**src/rtl/mp2d_pkg.sv**
```systemverilog
// ----------------------------------------------------------------------------
// mp2d_pkg
// Shared types and constants of the streaming 2-D max pooling block.
// ----------------------------------------------------------------------------
package mp2d_pkg;

  // Configuration port.
  localparam int CFG_IDX_BITS  = 3;
  localparam int CFG_DATA_BITS = 11;

  typedef enum logic [CFG_IDX_BITS-1:0] {
    REG_IN_WIDTH  = 3'd0,
    REG_IN_HEIGHT = 3'd1,
    REG_CHANNELS  = 3'd2,
    REG_KERNEL_H  = 3'd3,
    REG_KERNEL_W  = 3'd4,
    REG_STRIDE_H  = 3'd5,
    REG_STRIDE_W  = 3'd6
  } reg_idx_t;

  // Register widths.
  localparam int W_REG_BITS  = 9;
  localparam int H_REG_BITS  = 11;
  localparam int CH_REG_BITS = 11;
  localparam int K_REG_BITS  = 4;
  localparam int S_REG_BITS  = 4;

  // Register reset values.
  localparam logic [W_REG_BITS-1:0]  IN_WIDTH_RST  = 9'd16;
  localparam logic [H_REG_BITS-1:0]  IN_HEIGHT_RST = 11'd16;
  localparam logic [CH_REG_BITS-1:0] CHANNELS_RST  = 11'd1;
  localparam logic [K_REG_BITS-1:0]  KERNEL_RST    = 4'd2;
  localparam logic [S_REG_BITS-1:0]  STRIDE_RST    = 4'd2;

  // Plane height and channel count saturate at this bound.
  localparam logic [H_REG_BITS-1:0] MAX_PLANE = 11'd1024;

  // Effective kernel size, wide enough for any kernel bound up to 16.
  localparam int KEFF_BITS = 5;

  // Output coordinate widths.
  localparam int CHAN_BITS = 10;
  localparam int ROW_BITS  = 10;
  localparam int COL_BITS  = 8;

  // Controller to datapath commands.
  typedef struct packed {
    logic accept;    // item taken this cycle
    logic issue;     // read one window column from all row banks
    logic load_out;  // move the finished window into the output register
  } cmd_t;

  // Datapath to controller status.
  typedef struct packed {
    logic fire;      // the item at the input completes a window
    logic rd_last;   // the column being issued is the rightmost of the window
    logic out_busy;  // output register holds an item that is not taken now
  } sts_t;

endpackage

```
**src/rtl/mp2d_ctrl.sv**
```systemverilog
// ----------------------------------------------------------------------------
// mp2d_ctrl
// Sequencer of the max pooling block: accepts items and walks window columns.
// ----------------------------------------------------------------------------
module mp2d_ctrl (
  input  logic            clk,
  input  logic            rst_n,
  input  logic            in_valid,
  output logic            in_ready,
  input  mp2d_pkg::sts_t  sts,
  output mp2d_pkg::cmd_t  cmd
);
  import mp2d_pkg::*;

  typedef enum logic [3:0] {
    ST_IDLE  = 4'b0001,
    ST_READ  = 4'b0010,
    ST_DRAIN = 4'b0100,
    ST_DONE  = 4'b1000
  } state_t;

  state_t state_r, state_nxt;

  always_comb begin
    state_nxt    = state_r;
    in_ready     = 1'b0;
    cmd.accept   = 1'b0;
    cmd.issue    = 1'b0;
    cmd.load_out = 1'b0;
    case (state_r)
      ST_IDLE: begin
        in_ready   = 1'b1;
        cmd.accept = in_valid;
        if (in_valid && sts.fire) begin
          state_nxt = ST_READ;
        end
      end
      ST_READ: begin
        cmd.issue = 1'b1;
        if (sts.rd_last) begin
          state_nxt = ST_DRAIN;
        end
      end
      ST_DRAIN: begin
        state_nxt = ST_DONE;
      end
      ST_DONE: begin
        if (!sts.out_busy) begin
          cmd.load_out = 1'b1;
          state_nxt    = ST_IDLE;
        end
      end
      default: begin
        state_nxt = ST_IDLE;
      end
    endcase
  end

  always_ff @(posedge clk) begin
    if (!rst_n) begin
      state_r <= ST_IDLE;
    end else begin
      state_r <= state_nxt;
    end
  end

endmodule

```
**config.mk**
```make
export PLATFORM = sky130hd
export DESIGN_NAME = mp2d_ctrl
export DESIGN_NICKNAME = d
export VERILOG_FILES = /design/src/rtl/mp2d_pkg.sv /design/src/rtl/mp2d_ctrl.sv
export SDC_FILE = /design/constraint.sdc
export NUM_CORES = 1
export LEC_CHECK = 0
export BUFFER_PORTS_ARGS = -buffer_cell sky130_fd_sc_hd__buf_2
export CAP_MARGIN = 10
export CORE_AREA = 2 2 39 41
export CTS_CLUSTER_DIAMETER = 60
export CTS_CLUSTER_SIZE = 25
export DETAILED_ROUTE_END_ITERATION = 10
export DIE_AREA = 0 0 41 43
export GPL_TIMING_DRIVEN = 0
export SETUP_SLACK_MARGIN = 0.3
export SYNTH_ARGS = -nofsm -noshare
export SYNTH_HDL_FRONTEND = slang
export SYNTH_SLANG_ARGS = --single-unit
```
**constraint.sdc**
```tcl
create_clock -name clk -period 1.1 [get_ports clk]
set_input_delay 0.11 -clock clk [delete_from_list [all_inputs] [get_ports clk]]
set_output_delay 0.11 -clock clk [all_outputs]
set_load 0.05 [all_outputs]
```
After elaboration in Yosys (flattened, before gate mapping)
Cells that the tools add are included.
{"block": "classes", "eq_ne": 7, "n_mux": 9, "n_reduce_logical": 2}
{"op": "$pmux 4 s4", "n": 1}
{"op": "$mux 4", "n": 3}
{"op": "$ne 2x2->1 const B", "n": 3}
{"op": "$mux 1", "n": 5}
{"op": "$eq 4x1->1 const B", "n": 1}
{"op": "$eq 4x2->1 const B", "n": 1}
{"op": "$eq 4x3->1 const B", "n": 1}
{"op": "$eq 4x4->1 const B", "n": 1}
{"op": "$reduce_and 3->1", "n": 1}
{"op": "$logic_and 1x1->1", "n": 1}
{"block": "word_totals", "register_bits": 4, "inputBits": 6, "wordCells": 19}

Longest topological paths before layout
{"block": "depth", "word_depth": 3, "ltp_mapped": 3, "mapped_depth_nobuf": 3}

Worst setup path after synthesis
Ideal clock, no wire load.
{"block": "synth_timing", "kind": "flip-flop to output port", "start": "register state_r[3]", "end": "output cmd[0] (netlist name)", "arrival_time_ns": 1.983, "setup_slack_ns": -0.993, "stages_incl_launch_ff": 3, "path_buffers": 0, "cell_sequence": "dfxtp_1 > nand2b_1 > nor4_1"}
{"element": "start, declared", "line": "mp2d_ctrl.sv:22", "rtl": "state_t state_r, state_nxt;"}
{"element": "start signal, assigned", "line": "mp2d_ctrl.sv:63", "rtl": "state_r <= state_nxt;"}
{"element": "end, declared", "line": "mp2d_ctrl.sv:11", "rtl": "output mp2d_pkg::cmd_t cmd"}

==> impl_metrics.json <==
{
  "dp_cells": 48,
  "status": "complete, but fails checks",
  "multi_input_area_um2": 170.2,
  "pre_cts_ws_ns": -0.1910,
  "cp-start-kind": "flop",
  "gp_congestion": 0.6254,
  "fin_ws_ns": -0.2001,
  "finClkSkew_ns": 0.0004255,
  "coreArea_um2": 1384,
  "cts-root-buf": "clkbuf_4",
  "yosysMostFrequentCell": "dfxtp_1",
  "crit_arrival_ns": 1.19,
  "p_total_mw": 0.4725,
  "core.rowCount": 14,
  "die_w_um": 41,
  "cp_cell_sequence": "nor4b_4 > and2_4 > buf_8",
  "drive_gt1_frac": 0.6842,
  "synthDominantCellAreaShare": 0.3316,
  "setup_viol": 7,
  "slew_headroom": 0.7487,
  "first_pass_iters": 1,
  "synth-async-reset-ratio": 0,
  "wl_um": 517,
  "end_kind": "output port",
  "synthTopCellsByArea": "dfxtp_1 33%, nor4b_4 9.8%, nor4b_2 6.2%",
  "synth_cells": 23,
  "syn_area_per_cell_um2": 10.50,
  "max_freq_ghz": 0.7692,
  "drv_slew": 0,
  "n_antenna_cell": 0,
  "min_period_ns": 1.300,
  "drt_iter0_drc": 0,
  "antenna_left": 0,
  "cts_buffers": 3,
  "clk_path_buf_depth": 2,
  "worstMarginPinSlew_ns": 0.3762,
  "io-pin-count": 10,
  "regArea_um2": 92.59,
  "worstSkewPairLatency_ns": 0.23,
  "nNetsFinal": 46,
  "cp_max_fo": 5,
  "required_ns": 0.99,
  "grt_max_degree": 7,
  "rsz0062_at_grt": "true",
  "fillers": 146,
  "start_util": 0.1745,
  "dp_hpwl_um": 385.6,
  "fin_crit_sh": 1.182,
  "via_count": 227,
  "slowest_delay_ns": 0.34,
  "instances_no_fill": 54,
  "die-area_um2": 1763,
  "ys_ff_latch": 4,
  "synth.distinct_cells": 20,
  "syn2layout_area_growth_pct": 72.54,
  "io_buffers": 9,
  "antenna_found_initial": 0,
  "largest_reg_flops": 4,
  "via_per_inst": 4.204,
  "synthesis.nets": 29,
  "h-tree-depth": 1,
  "synth-edff-count": 0,
  "finalHoldViolations": 0,
  "regMostFlops": "state_r",
  "syn_area_um2": 241.5,
  "globalRouteOverflowTotal": 0,
  "die_y_um": 43,
  "maxCapViolations": 0,
  "crit_slowest_cell": "dfxtp_2",
  "clock_sinks": 4,
  "yosys.area.top_type": "dfxtp_1",
  "drc_errors": 0,
  "ir_drop_v": 0.0004303,
  "cts_tree": "built",
  "grt_pass1_wl_um": 952,
  "hold_path.class": "primary input to flop",
  "reg_top3": "state_r x4",
  "failed_checks": "setup timing",
  "clkSlewWorstSetupHoldPaths_ns": 0.04,
  "criticalPathCategory": "flop to output port",
  "p_leak_nw": 0.1710,
  "ys_warn_count": 0,
  "yosysSeqAreaShare": 0.3316,
  "wl_per_cell_um": 9.574,
  "grt_use_total": 0.08543,
  "synthFlopType": "dfxtp_1",
  "grt_pass1_vias": 242,
  "powerDensity_nw_per_um2": 1134
}
[cell families after synthesis]
family / count (synthesis) / synth area share
and+or+nand+nor: 12 / 0.4456
DFF: 4 / 0.3316
AOI/OAI and AO/OA: 3 / 0.09848
buffers and inverters: 2 / 0.04663
xor gates and xnor gates: 1 / 0.03628
muxes: 1 / 0.04145
[cell type report]
| cell class | instances | share of cell area |
|---|---|---|
| plain buffers | 1 | 0.01802 |
| clock buffers | 3 | 0.05405 |
| inverters | 1 | 0.009009 |
| multi-input cells | 17 | 0.4084 |
| flip-flops and latches | 4 | 0.2222 |
| well taps | 16 | 0.04805 |
| repair buffers | 12 | 0.2402 |
[worst max-delay path, delay by kind of cell, from the launching register on]
kind	cells	cell delay [ns]
flops	1	0.34
simple gates	2	0.48
buf+inv	1	0.13
[report_power, final]
group | leakage, nW | switching, mW | internal [mW] | total, mW
clock | 0.0138 | 0.0553 | 0.122 | 0.177
sequential | 0.0347 | 0.0125 | 0.148 | 0.160
combinational | 0.122 | 0.0626 | 0.0727 | 0.135
total | 0.171 | 0.130 | 0.342 | 0.473
[per-stage QoR]
step | cell area (µm²) | setup TNS (ns) | util | hold slack [ns]
after floorplan | 255.2 | -1.979 | - | 0.2669
after global placement | 320.3 | -0.4311 | 0.2315 | 0.3708
after detailed placement | 320.3 | -0.3909 | 0.2315 | 0.3709
after CTS | 410.4 | -1.094 | 0.2966 | 0.1252
after global routing | 416.7 | -1.457 | 0.3011 | 0.1343
final | 416.7 | -0.9690 | 0.3011 | 0.1342
[worst paths after layout]
path,start,endpoint,slack [ns],cells past startpoint
worst max-delay path,state_r[1],cmd[2],-0.20,3
worst min-delay path,sts[1],state_r[2],0.13,2
worst max register to register,state_r[1],state_r[1],-0.13,5
worst min register to register,state_r[0],state_r[3],0.49,1
[routing by layer]
| layer | wire length [µm] | share of wire | GRT usage | vias to the layer above |
|---|---|---|---|---|
| met3 | 31 | 0.060 | 0.03141 | 0 |
| li1 | - | - | - | 117 |
| met1 | 212 | 0.41 | 0.1000 | 105 |
| met4 | 0 | 0 | 0.08000 | 0 |
| met5 | 0 | 0 | 0 | - |
| met2 | 273 | 0.53 | 0.1125 | 5 |
[cells in the final DEF, fill, tap and decap left out, types with 2 or more instances in the layout]
cell type / instances
buf_2: 5
dfxtp_4: 3
buf_8: 3
clkbuf_4: 3
buf_4: 5
nor4b_4: 2
[repair_timing]
| action | 4_1_cts | 5_1_grt |
|---|---|---|
| hold buffers | 0 | 0 |
| buffers inserted | 3 | 0 |
| resized for setup | 13 | 2 |
| setup endpoints to repair | 8 | 8 |
| pin swaps | 1 | 0 |
Power figures use the tool's default switching activity.
